===== src/rtl/tmavg_pkg.sv =====
// shared constants and types for the three-axis masked moving average
package tmavg_pkg;

   localparam int WINDOW_SIZE = 16;
   localparam int SAMPLE_W    = 16;
   localparam int AXES        = 3;
   localparam int IDX_W       = (WINDOW_SIZE > 1) ? $clog2(WINDOW_SIZE) : 1;
   localparam int CNT_W       = $clog2(WINDOW_SIZE + 1);
   localparam int SUM_W       = SAMPLE_W + $clog2(WINDOW_SIZE);
   localparam int STEP_W      = (SUM_W > 1) ? $clog2(SUM_W) : 1;

   localparam int FIFO_DEPTH  = 2;
   localparam int FIFO_PTR_W  = 1;
   localparam int FIFO_CNT_W  = 2;

   localparam int CSR_ADDR_W  = 3;
   localparam int CSR_DATA_W  = 32;
   localparam logic CSR_IDX_MARKER = 1'b0;

   localparam logic signed [SAMPLE_W-1:0] MARKER_RESET = -16'sd32768;

   typedef logic signed [SAMPLE_W-1:0] sample_type;
   typedef logic signed [SUM_W-1:0]    sum_type;
   typedef logic [CNT_W-1:0]           count_type;

   typedef struct packed {
      sample_type        z;
      sample_type        y;
      sample_type        x;
      logic [AXES-1:0]   vbits;
   } item_type;

   typedef struct packed {
      sample_type z;
      sample_type y;
      sample_type x;
   } entry_type;

endpackage


===== src/rtl/tmavg_if.sv =====
// channel interfaces for samples and averages
interface tmavg_req_if import tmavg_pkg::*; ();
   logic       valid;
   logic       ready;
   sample_type sample_x;
   sample_type sample_y;
   sample_type sample_z;

   modport source (output valid, output sample_x, output sample_y, output sample_z,
                   input ready);
   modport sink   (input valid, input sample_x, input sample_y, input sample_z,
                   output ready);
endinterface

interface tmavg_rsp_if import tmavg_pkg::*; ();
   logic       valid;
   logic       ready;
   sample_type avg_x;
   sample_type avg_y;
   sample_type avg_z;
   logic       x_empty;
   logic       y_empty;
   logic       z_empty;

   modport source (output valid, output avg_x, output avg_y, output avg_z,
                   output x_empty, output y_empty, output z_empty, input ready);
   modport sink   (input valid, input avg_x, input avg_y, input avg_z,
                   input x_empty, input y_empty, input z_empty, output ready);
endinterface


===== src/rtl/tmavg_front.sv =====
// input side: marker classification and a two-entry queue to the back end
module tmavg_front import tmavg_pkg::*; (
   input  logic       clock,
   input  logic       reset,
   tmavg_req_if.sink  req,
   input  sample_type marker,
   output logic       item_valid,
   output item_type   item,
   input  logic       item_pop
);

   item_type                fifo_mem [FIFO_DEPTH];
   logic [FIFO_PTR_W-1:0]   wr_ptr_ff, wr_ptr_in;
   logic [FIFO_PTR_W-1:0]   rd_ptr_ff, rd_ptr_in;
   logic [FIFO_CNT_W-1:0]   count_ff, count_in;
   logic                    push;
   logic                    pop;
   item_type                new_item;

   assign req.ready  = (count_ff != FIFO_CNT_W'(FIFO_DEPTH));
   assign push       = req.valid && req.ready;
   assign item_valid = (count_ff != '0);
   assign pop        = item_pop && item_valid;
   assign item       = fifo_mem[rd_ptr_ff];

   always_comb begin
      new_item.x     = req.sample_x;
      new_item.y     = req.sample_y;
      new_item.z     = req.sample_z;
      new_item.vbits = {req.sample_z != marker, req.sample_y != marker,
                        req.sample_x != marker};
   end

   always_comb begin
      wr_ptr_in = push ? wr_ptr_ff + 1'b1 : wr_ptr_ff;
      rd_ptr_in = pop  ? rd_ptr_ff + 1'b1 : rd_ptr_ff;
      count_in  = count_ff;
      if (push && !pop) begin
         count_in = count_ff + 1'b1;
      end else if (pop && !push) begin
         count_in = count_ff - 1'b1;
      end
   end

   always_ff @(posedge clock) begin
      if (reset) begin
         wr_ptr_ff <= '0;
         rd_ptr_ff <= '0;
         count_ff  <= '0;
      end else begin
         wr_ptr_ff <= wr_ptr_in;
         rd_ptr_ff <= rd_ptr_in;
         count_ff  <= count_in;
      end
   end

   always_ff @(posedge clock) begin
      if (push) begin
         fifo_mem[wr_ptr_ff] <= new_item;
      end
   end

endmodule


===== src/rtl/tmavg_div.sv =====
// restoring serial divider, one quotient bit per cycle, truncates toward zero
module tmavg_div import tmavg_pkg::*; (
   input  logic       clock,
   input  logic       reset,
   input  logic       start,
   input  sum_type    dividend,
   input  count_type  divisor,
   output logic       done,
   output sample_type quotient
);

   logic                busy_ff, busy_in;
   logic                done_ff, done_in;
   logic [STEP_W-1:0]   step_ff, step_in;
   logic                neg_ff, neg_in;
   logic [SUM_W-1:0]    quo_ff, quo_in;
   logic [CNT_W-1:0]    rem_ff, rem_in;
   count_type           div_ff, div_in;
   logic [CNT_W:0]      trial;
   logic [CNT_W:0]      diff;
   logic [SUM_W-1:0]    signed_quo;

   assign trial      = {rem_ff, quo_ff[SUM_W-1]};
   assign diff       = trial - {1'b0, div_ff};
   assign signed_quo = neg_ff ? (~quo_ff + 1'b1) : quo_ff;
   assign quotient   = signed_quo[SAMPLE_W-1:0];
   assign done       = done_ff;

   always_comb begin
      busy_in = busy_ff;
      done_in = 1'b0;
      step_in = step_ff;
      neg_in  = neg_ff;
      quo_in  = quo_ff;
      rem_in  = rem_ff;
      div_in  = div_ff;
      if (start) begin
         busy_in = 1'b1;
         step_in = '0;
         neg_in  = dividend[SUM_W-1];
         // magnitude; the most negative sum still fits as unsigned
         quo_in  = dividend[SUM_W-1] ? (~dividend + 1'b1) : dividend;
         rem_in  = '0;
         div_in  = divisor;
      end else if (busy_ff) begin
         if (!diff[CNT_W]) begin
            rem_in = diff[CNT_W-1:0];
            quo_in = {quo_ff[SUM_W-2:0], 1'b1};
         end else begin
            rem_in = trial[CNT_W-1:0];
            quo_in = {quo_ff[SUM_W-2:0], 1'b0};
         end
         step_in = step_ff + 1'b1;
         if (step_ff == STEP_W'(SUM_W - 1)) begin
            busy_in = 1'b0;
            done_in = 1'b1;
         end
      end
   end

   always_ff @(posedge clock) begin
      if (reset) begin
         busy_ff <= 1'b0;
         done_ff <= 1'b0;
         step_ff <= '0;
      end else begin
         busy_ff <= busy_in;
         done_ff <= done_in;
         step_ff <= step_in;
      end
   end

   always_ff @(posedge clock) begin
      neg_ff <= neg_in;
      quo_ff <= quo_in;
      rem_ff <= rem_in;
      div_ff <= div_in;
   end

endmodule


===== src/rtl/tmavg_back.sv =====
// back end: ring window, running sums and counts, dividers, result register
module tmavg_back import tmavg_pkg::*; (
   input  logic       clock,
   input  logic       reset,
   input  logic       item_valid,
   input  item_type   item,
   output logic       item_pop,
   tmavg_rsp_if.source rsp
);

   localparam logic [2:0] S_IDLE   = 3'd0;
   localparam logic [2:0] S_UPDATE = 3'd1;
   localparam logic [2:0] S_START  = 3'd2;
   localparam logic [2:0] S_DIV    = 3'd3;
   localparam logic [2:0] S_WAIT   = 3'd4;

   entry_type         win_mem [WINDOW_SIZE];
   entry_type         rd_data_ff;
   logic [AXES-1:0]   valid_ff [WINDOW_SIZE];
   logic [AXES-1:0]   valid_in [WINDOW_SIZE];
   logic [IDX_W-1:0]  pos_ff, pos_in;
   sum_type           sums_ff [AXES];
   sum_type           sums_in [AXES];
   count_type         counts_ff [AXES];
   count_type         counts_in [AXES];
   logic [2:0]        state_ff, state_in;
   item_type          cur_ff, cur_in;
   logic              wr_en;
   logic              div_start;
   logic [AXES-1:0]   div_done;
   sample_type        quo [AXES];
   sample_type        old_s [AXES];
   sample_type        new_s [AXES];
   logic              out_free;
   logic              out_load;

   logic              out_valid_ff, out_valid_in;
   sample_type        avg_ff [AXES];
   logic [AXES-1:0]   empty_ff;

   assign old_s[0] = rd_data_ff.x;
   assign old_s[1] = rd_data_ff.y;
   assign old_s[2] = rd_data_ff.z;
   assign new_s[0] = cur_ff.x;
   assign new_s[1] = cur_ff.y;
   assign new_s[2] = cur_ff.z;

   assign out_free = !out_valid_ff || rsp.ready;

   always_comb begin
      state_in  = state_ff;
      cur_in    = cur_ff;
      pos_in    = pos_ff;
      item_pop  = 1'b0;
      wr_en     = 1'b0;
      div_start = 1'b0;
      out_load  = 1'b0;
      valid_in  = valid_ff;
      sums_in   = sums_ff;
      counts_in = counts_ff;
      unique case (state_ff)
         S_IDLE: begin
            if (item_valid) begin
               item_pop = 1'b1;
               cur_in   = item;
               state_in = S_UPDATE;
            end
         end
         S_UPDATE: begin
            // drop the overwritten entry from the totals, add the new one
            wr_en = 1'b1;
            for (int a = 0; a < AXES; a++) begin
               sums_in[a] = sums_ff[a]
                          - (valid_ff[pos_ff][a] ? SUM_W'(old_s[a]) : sum_type'(0))
                          + (cur_ff.vbits[a] ? SUM_W'(new_s[a]) : sum_type'(0));
               counts_in[a] = counts_ff[a]
                            - count_type'(valid_ff[pos_ff][a])
                            + count_type'(cur_ff.vbits[a]);
            end
            valid_in[pos_ff] = cur_ff.vbits;
            pos_in   = (pos_ff == IDX_W'(WINDOW_SIZE - 1)) ? '0 : pos_ff + 1'b1;
            state_in = S_START;
         end
         S_START: begin
            div_start = 1'b1;
            state_in  = S_DIV;
         end
         S_DIV: begin
            if (&div_done) begin
               state_in = S_WAIT;
            end
         end
         S_WAIT: begin
            if (out_free) begin
               out_load = 1'b1;
               state_in = S_IDLE;
            end
         end
         default: begin
            state_in = S_IDLE;
         end
      endcase
   end

   always_comb begin
      out_valid_in = out_valid_ff;
      if (out_load) begin
         out_valid_in = 1'b1;
      end else if (rsp.ready) begin
         out_valid_in = 1'b0;
      end
   end

   always_ff @(posedge clock) begin
      if (reset) begin
         state_ff     <= S_IDLE;
         pos_ff       <= '0;
         out_valid_ff <= 1'b0;
         for (int i = 0; i < WINDOW_SIZE; i++) begin
            valid_ff[i] <= '0;
         end
         for (int a = 0; a < AXES; a++) begin
            sums_ff[a]   <= '0;
            counts_ff[a] <= '0;
         end
      end else begin
         state_ff     <= state_in;
         pos_ff       <= pos_in;
         out_valid_ff <= out_valid_in;
         valid_ff     <= valid_in;
         sums_ff      <= sums_in;
         counts_ff    <= counts_in;
      end
   end

   always_ff @(posedge clock) begin
      cur_ff <= cur_in;
      if (out_load) begin
         for (int a = 0; a < AXES; a++) begin
            avg_ff[a]   <= (counts_ff[a] == '0) ? sample_type'(0) : quo[a];
            empty_ff[a] <= (counts_ff[a] == '0);
         end
      end
   end

   // window storage, read data registered
   always_ff @(posedge clock) begin
      if (wr_en) begin
         win_mem[pos_ff] <= '{z: cur_ff.z, y: cur_ff.y, x: cur_ff.x};
      end
      rd_data_ff <= win_mem[pos_ff];
   end

   for (genvar a = 0; a < AXES; a++) begin : g_div
      tmavg_div u_div (
         .clock    (clock),
         .reset    (reset),
         .start    (div_start),
         .dividend (sums_ff[a]),
         .divisor  (counts_ff[a]),
         .done     (div_done[a]),
         .quotient (quo[a])
      );
   end

   assign rsp.valid   = out_valid_ff;
   assign rsp.avg_x   = avg_ff[0];
   assign rsp.avg_y   = avg_ff[1];
   assign rsp.avg_z   = avg_ff[2];
   assign rsp.x_empty = empty_ff[0];
   assign rsp.y_empty = empty_ff[1];
   assign rsp.z_empty = empty_ff[2];

endmodule


===== src/rtl/three_axis_masked_moving_average_unit.sv =====
// top level: configuration register, front end and back end
// Each sample transaction yields one average transaction: the sample replaces the
// oldest of 16 window entries and each axis gives the mean, truncated toward zero, of
// its entries that did not equal the marker register when written (0 and the empty
// flag when none). The back end takes an item from the queue while the old window
// entry is read, updates the running sums, starts the dividers, lets the three serial
// dividers run in parallel, sees them finish and, once the result register is free,
// loads it. A two-entry queue takes samples while the back end works, and the result
// register holds a finished average while the next sample is already in process. The
// marker register (byte address 0) applies to samples accepted after the write; the
// user must see that it is written only while idle, which the block does not enforce.
module three_axis_masked_moving_average_unit import tmavg_pkg::*; (
   input  logic                  clock,
   input  logic                  reset,
   tmavg_req_if.sink             req,
   tmavg_rsp_if.source           rsp,
   input  logic                  csr_psel,
   input  logic                  csr_penable,
   input  logic                  csr_pwrite,
   input  logic [CSR_ADDR_W-1:0] csr_paddr,
   input  logic [CSR_DATA_W-1:0] csr_pwdata,
   output logic [CSR_DATA_W-1:0] csr_prdata,
   output logic                  csr_pready
);

   sample_type marker_ff, marker_in;
   logic       csr_write;
   logic       item_valid;
   item_type   item;
   logic       item_pop;

   assign csr_pready = 1'b1;
   assign csr_write  = csr_psel && csr_penable && csr_pwrite && csr_pready;

   always_comb begin
      marker_in = marker_ff;
      if (csr_write && (csr_paddr[CSR_ADDR_W-1] == CSR_IDX_MARKER)) begin
         marker_in = csr_pwdata[SAMPLE_W-1:0];
      end
   end

   always_ff @(posedge clock) begin
      if (reset) begin
         marker_ff <= MARKER_RESET;
      end else begin
         marker_ff <= marker_in;
      end
   end

   assign csr_prdata = (csr_paddr[CSR_ADDR_W-1] == CSR_IDX_MARKER)
                     ? CSR_DATA_W'(marker_ff) : '0;

   tmavg_front u_front (
      .clock      (clock),
      .reset      (reset),
      .req        (req),
      .marker     (marker_ff),
      .item_valid (item_valid),
      .item       (item),
      .item_pop   (item_pop)
   );

   tmavg_back u_back (
      .clock      (clock),
      .reset      (reset),
      .item_valid (item_valid),
      .item       (item),
      .item_pop   (item_pop),
      .rsp        (rsp)
   );

endmodule

===== src/flat_wrapper.sv =====
// flat-port wrapper written by rule: the top's interface ports become plain ports
module three_axis_masked_moving_average_unit_flat import tmavg_pkg::*;
  (clock, reset, csr_psel, csr_penable, csr_pwrite, csr_paddr, csr_pwdata, csr_prdata, csr_pready, req_valid, req_sample_x, req_sample_y, req_sample_z, req_ready, rsp_valid, rsp_avg_x, rsp_avg_y, rsp_avg_z, rsp_x_empty, rsp_y_empty, rsp_z_empty, rsp_ready);
  tmavg_req_if req_i ();
  tmavg_rsp_if rsp_i ();
  input  logic clock;
  input  logic reset;
  input  logic csr_psel;
  input  logic csr_penable;
  input  logic csr_pwrite;
  input  logic [CSR_ADDR_W-1:0] csr_paddr;
  input  logic [CSR_DATA_W-1:0] csr_pwdata;
  output logic [CSR_DATA_W-1:0] csr_prdata;
  output logic csr_pready;
  input wire logic [$bits(req_i.valid)-1:0] req_valid;
  input wire logic [$bits(req_i.sample_x)-1:0] req_sample_x;
  input wire logic [$bits(req_i.sample_y)-1:0] req_sample_y;
  input wire logic [$bits(req_i.sample_z)-1:0] req_sample_z;
  output wire logic [$bits(req_i.ready)-1:0] req_ready;
  output wire logic [$bits(rsp_i.valid)-1:0] rsp_valid;
  output wire logic [$bits(rsp_i.avg_x)-1:0] rsp_avg_x;
  output wire logic [$bits(rsp_i.avg_y)-1:0] rsp_avg_y;
  output wire logic [$bits(rsp_i.avg_z)-1:0] rsp_avg_z;
  output wire logic [$bits(rsp_i.x_empty)-1:0] rsp_x_empty;
  output wire logic [$bits(rsp_i.y_empty)-1:0] rsp_y_empty;
  output wire logic [$bits(rsp_i.z_empty)-1:0] rsp_z_empty;
  input wire logic [$bits(rsp_i.ready)-1:0] rsp_ready;
  assign req_i.valid = req_valid;
  assign req_i.sample_x = req_sample_x;
  assign req_i.sample_y = req_sample_y;
  assign req_i.sample_z = req_sample_z;
  assign req_ready = req_i.ready;
  assign rsp_valid = rsp_i.valid;
  assign rsp_avg_x = rsp_i.avg_x;
  assign rsp_avg_y = rsp_i.avg_y;
  assign rsp_avg_z = rsp_i.avg_z;
  assign rsp_x_empty = rsp_i.x_empty;
  assign rsp_y_empty = rsp_i.y_empty;
  assign rsp_z_empty = rsp_i.z_empty;
  assign rsp_i.ready = rsp_ready;
  three_axis_masked_moving_average_unit u_core (.clock(clock), .reset(reset), .req(req_i), .rsp(rsp_i), .csr_psel(csr_psel), .csr_penable(csr_penable), .csr_pwrite(csr_pwrite), .csr_paddr(csr_paddr), .csr_pwdata(csr_pwdata), .csr_prdata(csr_prdata), .csr_pready(csr_pready));
endmodule

===== config.mk =====
export PLATFORM = sky130hd
export DESIGN_NAME = three_axis_masked_moving_average_unit_flat
export DESIGN_NICKNAME = d
export VERILOG_FILES = /design/src/rtl/tmavg_pkg.sv /design/src/rtl/tmavg_if.sv /design/src/rtl/tmavg_front.sv /design/src/rtl/tmavg_div.sv /design/src/rtl/tmavg_back.sv /design/src/rtl/three_axis_masked_moving_average_unit.sv /design/src/flat_wrapper.sv
export SDC_FILE = /design/constraint.sdc
export NUM_CORES = 2
export LEC_CHECK = 0
export ABC_AREA = 1
export BUFFER_PORTS_ARGS = -buffer_cell sky130_fd_sc_hd__buf_2
export CAP_MARGIN = 0
export CORE_ASPECT_RATIO = 1.75
export CORE_MARGIN = 2
export CORE_UTILIZATION = 30
export DETAILED_ROUTE_END_ITERATION = 10
export GPL_TIMING_DRIVEN = 0
export PLACE_DENSITY = 0.43
export SLEW_MARGIN = 15
export SYNTH_ARGS = -nofsm -noshare
export SYNTH_HDL_FRONTEND = slang
export SYNTH_SLANG_ARGS = --single-unit
export TNS_END_PERCENT = 30

===== constraint.sdc =====
create_clock -name clock -period 4.6 [get_ports clock]
set_input_delay 0.92 -clock clock [delete_from_list [all_inputs] [get_ports clock]]
set_output_delay 0.92 -clock clock [all_outputs]
set_load 0.02 [all_outputs]

**Word level (Yosys, flattened, before mapping)**

Memory sizes are Yosys's and may differ from the RTL's. A register that Yosys moved wholly into a read port is not among the register bits.
Index checks and enable logic that the tools add are counted.

- Output and inout bits: 86
- Memory bits (writable): 918
- Register bits after elaboration: 268
- Memories kept: 3

Memories:

| memory | depth | bits a word | read ports | clocked after Yosys merged registers in | write ports | RTL line | source |
|---|---|---|---|---|---|---|---|
| u_core.u_back.win_mem | 16 | 48 | 1 | 1 | 1 | tmavg_back.sv:17 | `entry_type win_mem [WINDOW_SIZE];` |
| u_core.u_front.fifo_mem | 2 | 51 | 1 | 1 | 1 | tmavg_front.sv:12 | `item_type fifo_mem [FIFO_DEPTH];` |
| u_core.u_back.avg_ff | 3 | 16 | 3 | 0 | 3 | tmavg_back.sv:38 | `sample_type avg_ff [AXES];` |

- Magnitude comparators: 2
- Mux-type cells: 67
- Reduce and logical (&&, ||, !) cells: 29
- Bitwise logic cells: 11
- Eq/ne operators: 15
- $add $sub $neg: 29

Operator list:

| operator | number |
|---|---|
| 20-bit 2-to-1 mux | 15 |
| 16-bit 2-to-1 mux | 6 |
| 20-bit by 1-bit adder with 20-bit output (second input constant) | 3 |
| 20-bit adder | 3 |
| 20-bit inverter | 3 |
| 20-bit subtractor | 3 |
| 16-bit by 1-bit adder with 16-bit output (second input constant) | 3 |
| 48-bit bitwise mux | 1 |
| 16-bit inequality test | 3 |
| 16-bit inverter | 3 |
| 32-bit 2-to-1 mux | 1 |
| 1-bit 2-to-1 mux | 29 |
| 3-bit 2-to-1 mux | 6 |
| 6-bit by 5-bit subtractor with 6-bit output | 3 |
| 5-bit by 1-bit adder with 5-bit output | 3 |
| 5-bit by 1-bit adder with 5-bit output (second input constant) | 3 |
| 5-bit == test (second input constant) | 3 |
| 5-bit zero test | 3 |
| 5-bit 2-to-1 mux | 3 |
| 3-bit case mux with 5 select lines | 1 |
| 5-bit by 1-bit subtractor with 5-bit output | 3 |
| 3-bit binary-select mux with 4-bit select | 1 |
| 3-bit demux with 4-bit select | 1 |
| 2-bit nonzero test | 6 |
| 24 further kinds | 44 |

**Longest topological paths before layout**

- Depth in word-level cells: 7
- Mapped depth: 28

**Hierarchy**

A second synthesis with hierarchy kept.

- Cells, all modules: 5792
- Area total of the unflattened synthesis: 59190.5 µm²

Modules (own cells, without submodules):

| module | times used | cells an instance | area an instance (µm²) |
|---|---|---|---|
| tmavg_back | 1 | 4104 | 45062.0 |
| tmavg_front | 1 | 445 | 4889.7 |
| tmavg_div at u_core.u_back.g_div[0].u_div | 1 | 364 | 2750.1 |
| tmavg_div at u_core.u_back.g_div[1].u_div | 1 | 361 | 2748.9 |
| tmavg_div at u_core.u_back.g_div[2].u_div | 1 | 360 | 2692.6 |
| three_axis_masked_moving_average_unit | 1 | 158 | 1047.3 |

**Worst setup path after synthesis**

OpenSTA, ideal clock, no wires.

- Path type: reg-to-reg
- From: reg u_core.u_back.pos_ff[1]
- To: reg u_core.u_back.valid_ff[33] (netlist name)
- Stages on the path, launching flop included: 11
- Slack: 634 ps
- Path buffers: 4
- Data required time: 4516 ps
- Data arrival time: 3882 ps
- Cells stage by stage: dfxtp_1 > buf_4 > clkinv_1 > buf_4 > buf_2 > buf_2 > ha_1 > nand2_1 > nor2_1 > o21ai_0 > a21oi_1

- Word-level cells in the longest chain between the ends: 6

Ends and longest elaborated chain:

| element | RTL line | source |
|---|---|---|
| start: declaration | tmavg_back.sv:21 | `logic [IDX_W-1:0] pos_ff, pos_in;` |
| start signal: assignment | tmavg_back.sv:128 | `pos_ff <= pos_in;` |
| 4-bit inverter with 5-bit output (not written as such) * | tmavg_back.sv:80 | `valid_in[pos_ff] = cur_ff.vbits;` |
| 5-bit >= comparator (not written as such) / 5-bit by 1-bit < comparator with 1-bit output (equally long branches) | tmavg_back.sv:80 |  |
| 1-bit logical AND (not written as such) | tmavg_back.sv:80 |  |
| 3-bit 2-to-1 mux (not written as such) | tmavg_back.sv:80 |  |
| 3-bit demux with 4-bit select * | tmavg_back.sv:80 |  |
| 48-bit bitwise mux * | tmavg_back.sv:80 |  |
| end signal: assignment | tmavg_back.sv:130 | `valid_ff <= valid_in;` |
| end: declaration | tmavg_back.sv:19 | `logic [AXES-1:0] valid_ff [WINDOW_SIZE];` |

Mark *: on every way between the ends. The rest lies on a longest branch, timed or not.
A chain may end at the register's enable or synchronous reset.

**Final worst setup path**

- From: reg u_core.u_back.pos_ff[2]
- To: reg u_core.u_back.sums_ff[19] (netlist name)

- Word-level cells in the longest chain between the ends: 7

Ends and longest elaborated chain:

| element | RTL line | source |
|---|---|---|
| 4-bit inverter with 5-bit output (not written as such) | tmavg_back.sv:74 | `- (valid_ff[pos_ff][a] ? SUM_W'(old_s[a]) : sum_type'(0))` |
| 3-bit binary-select mux with 4-bit select | tmavg_back.sv:74 |  |
| 3-bit 2-to-1 mux (not written as such) (2 in series) | tmavg_back.sv:74 |  |
| 20-bit 2-to-1 mux | tmavg_back.sv:74 |  |
| 20-bit subtractor | tmavg_back.sv:74 |  |
| 20-bit adder | tmavg_back.sv:75 | `+ (cur_ff.vbits[a] ? SUM_W'(new_s[a]) : sum_type'(0));` |
| end signal: assignment | tmavg_back.sv:131 | `sums_ff <= sums_in;` |
| end: declaration | tmavg_back.sv:22 | `sum_type sums_ff [AXES];` |

No other way between the ends. The select of a mux whose other input is x is not followed.

==> metrics.md <==
| Metric | Value |
|---|---|
| Vias in the first global route | 40900 |
| Max-slew headroom | 18.8% |
| Final setup viols | 0 |
| Final hold viol count | 0 |
| Area Overhead vs Synth | 16.2% |
| Post-synth EDFFs | roughly 1100 |
| Initial Util | between 30 and 40% |
| Mean Syn Cell Area | a little over 10 um2 |
| Worst skew pair latency | 760 ps |
| Net Sw Power | between 20000 and 25000 uW |
| M3 GR Usage | ~2% |
| DRC viols | 0 |
| CP peak stage delay | 540 ps |
| Final WS setup | 280 ps |
| Detailed Place HPWL | 143000 um |
| Placed Area | approximately 63000 um2 |
| Via density | approximately 4.7 |
| Clock buffer depth | 3 |
| CTS tree | done |
| Mapped Cells | 5534 |
| Grt total ovfl | 0 |
| Yosys cell types | 40 |
| Top FF cell, synth | edfxtp_1 |
| Core ar. | 190000 um2 |
| Max Fclk | 0.231 GHz |
| Crit path kind | reg -> reg |
| First-pass DRT Iterations | 7 |
| CTS Sinks | 1285 |
| Synth area leaders | edfxtp_1, dfxtp_1, nand2_1, o21ai_0, nor2_1 |
| Die height | 582 um |
| Worst r2r path cells | 22 |
| Syn nets | just under 6000 |
| CP Capture Type | flop |
| Final worst-path cycle share | between 90% and 100% |
| Flop pwr share | a little over a third |
| Die area | about 190000 um2 |
| Critical path cell sequence | inv_1, nor2_2, nand2_1, nand2_1, inv_1, nand2_1, inv_2, buf_4, nor2_1, fa_1, inv_1, ha_1, nand2_1, inv_1, nand3_1, a21oi_1, o21ai_0, nand3_1, nand3_1, nand3_1, nand2_1, inv_1 |
| CP max FO | 10 |
| IO buf count | approximately 150 |
| Max Cap Violations | 0 |
| Cell Area, Synth | 57300 um2 |
| Worst path arrival time | between 4000 and 5000 ps |
| # nets final | between 6000 and 7000 |
| Status | finished clean |
| Peak VDD IR | 0.000381 V |
| Worst slew pin tran | 1220 ps |
| R2R Setup Slk | about 280 ps |
| Commonest non-fill, non-tap cell in the layout | edfxtp_1 |
| Layout fillers | 19000 |
| Yosys top cell by area | edfxtp_1 |
| Leakage power | 0.0251 uW |
| Tmin final | 4320 ps |
| Routing usage on met1 | 20.1% |
| Critical path required time | around 5200 ps |
| Clock Power Share | roughly a fifth |
| Finished layout cell area | 66600 um2 |
| Routed via count | between 40000 and 50000 |
| Core Util, Final | 35.0% |
| Worst Setup Start Kind | flop |
| RePlAce Congestion | between 0.8 and 0.9 |
| Post-synthesis sequential area ratio | a little over three fifths |
| Crit path from | u_core.u_back.pos_ff[2] |
| GR Layer Usage met2 | between 30 and 40% |
| Unrepaired setup endpoints after global routing | yes |
| Worst Min Path Start | req_sample_y[8] |
| First-pass GRT wire length | 271000 um |
| Wire length per cell | approximately 22 um |
| Switching part of the total | between 40% and 50% |
| Fraction of layout cells with a size suffix above 1 | 8.59% |
| Async S/R FF share, synth | 0% |
| Slowest cell on crit path | nor2_2 |
| Commonest cells after routing, fill and taps aside | edfxtp_1, nand2_1, o21ai_0 |
| Clock Tree Root | clkbuf_16 |
| Die Span X | 334 um |
| Grt peak-use layer | met2 |
| Footprint of the multi-input gates | about 18000 um2 |
| I/O pins | between 150 and 200 |
| Row count | around 210 |
| Post-Route WL | 186000 um |
| Max Slew Vio Count | 0 |
| DRT antenna net count | 0 |
| Register area | 36200 um2 |
| Yosys warnings | 0 |
| Pin count of the biggest net entering global routing | 37 |
| Pwr dens | between 700 and 800 nW/um2 |
| Hold_buf cts | 0 |
| Logic pwr share | 43.2% |
| Hold depth | 1 |
| Internal power component | between 20000 and 30000 uW |
| Skew final | 20.3 ps |
| HP Class | in -> reg |
| DRT iter0 DRCs | 2528 |
| TritonCTS Buffers | between 100 and 150 |
| Antenna violations before repair | 2 |
| CTS clock-pin slew for the worst setup and hold paths | roughly 70 ps |
| H-tree Lvls | 3 |
| Synth Register Bits | 1285 |
| Yosys top cell area share | between 50% and 60% |
| RR Startpoint | u_core.u_back.pos_ff[2] |
| DP Worst Slack | -101 ps |
| Total GRT Usage | roughly a fifth |
## synth_stat cells (9+ instances only)
library cell	number
xor2_1	80
nor2_1	642
a31oi_1	9
nand2_1	924
fa_1	63
clkbuf_1	193
o211ai_1	9
buf_4	27
dfxtp_1	235
nand4_1	82
o22ai_1	192
inv_1	583
xnor2_1	41
a21oi_1	273
or2_2	11
edfxtp_1	1050
nand3_1	163
buf_2	31
o21ai_0	676
buf_1	12
ha_1	107
nor3_1	73
## metal layers
metal | share of wire, % | routed length, um
met5 | 0 | 0
met4 | 4.1 | 7720
met3 | 3.5 | 6490
met2 | 55 | 103000
met1 | 37 | 69000
## cell type report
class	instances	share of cell area, %
Antenna cell	1	0.00376
Inverter	592	3.35
Sequential cell	1285	54.4
Clock buffer	159	4.94
Buffer	264	1.73
Timing Repair Buffer	209	3.09
Tap cell	2461	4.62
Multi-Input combinational cell	3393	26.9
Clock inverter	69	0.954
## cell families (layout without fill, tap and decap cells)
| group | Yosys count | after routing | share of synthesized area, % |
|---|---|---|---|
| buffers and inverters | 856 | 1293 | 5.86 |
| XOR/XNOR | 121 | 121 | 1.85 |
| other | 1 | 2 | 0.00654 |
| AO/OA/AOI/OAI | 1183 | 1183 | 10.9 |
| adder cells (fa/ha/maj) | 170 | 170 | 4.54 |
| flip-flops | 1285 | 1285 | 63.2 |
| AND/OR/NAND/NOR | 1918 | 1918 | 13.6 |
## power groups by stage
stage | Combinational (uW) | Clock, uW | Sequential [uW]
after floorplan | 14200 | 0 | 17100
after global placement | 21000 | 0 | 18100
after detailed placement | 21100 | 0 | 18100
after CTS | 21300 | 10400 | 17900
after global routing | 24000 | 10800 | 18100
final | 21300 | 10100 | 17800
## path summary, 6_finish.rpt
path                                          to
setup / recovery       u_core.u_back.sums_ff[19]
hold / removal    u_core.u_front.fifo_mem[0][27]
setup reg to reg       u_core.u_back.sums_ff[19]
hold reg to reg       u_core.u_back.valid_ff[24]
## flip-flops by register name, summed over array words and instances, names as in the netlist, 16 cells and up
name / cells
u_core.u_back.win_mem: 768
u_core.u_front.fifo_mem: 102
u_core.u_back.g_div.u_div.quo_ff: 60
u_core.u_back.sums_ff: 60
u_core.u_back.cur_ff: 51
u_core.u_back.avg_ff: 48
u_core.u_back.old_s: 48
u_core.u_back.valid_ff: 48
u_core.marker_ff: 16
## stage by stage
stage | std cells | power (uW) | setup TNS, ps | hold slack [ps]
floorplan | 5534 | 31300 | 0 | 429
global placement | 8149 | 39100 | -2102970 | 444
detailed placement | 8202 | 39300 | -487 | 453
CTS | 8430 | 49600 | 0 | 325
global route | 8433 | 52900 | -6.80 | 354
finish | 8433 | 49300 | 0 | 380
## repair_timing
action | CTS | global route
endpoints found under the setup margin | 15 | 34
endpoints found under the hold margin | 0 | 0
gates resized for setup | 5 | 32
setup buffers | 0 | 2
## worst max-delay path, delay by kind of cell, from the launching register on
| family | cells | cell delay [ps] |
|---|---|---|
| simple gates | 11 | 1960 |
| buf+inv | 7 | 680 |
| fa+ha+maj | 2 | 680 |
| flops | 1 | 490 |
| compound gates | 2 | 380 |
No activity file was read; power rests on OpenSTA's default activity.
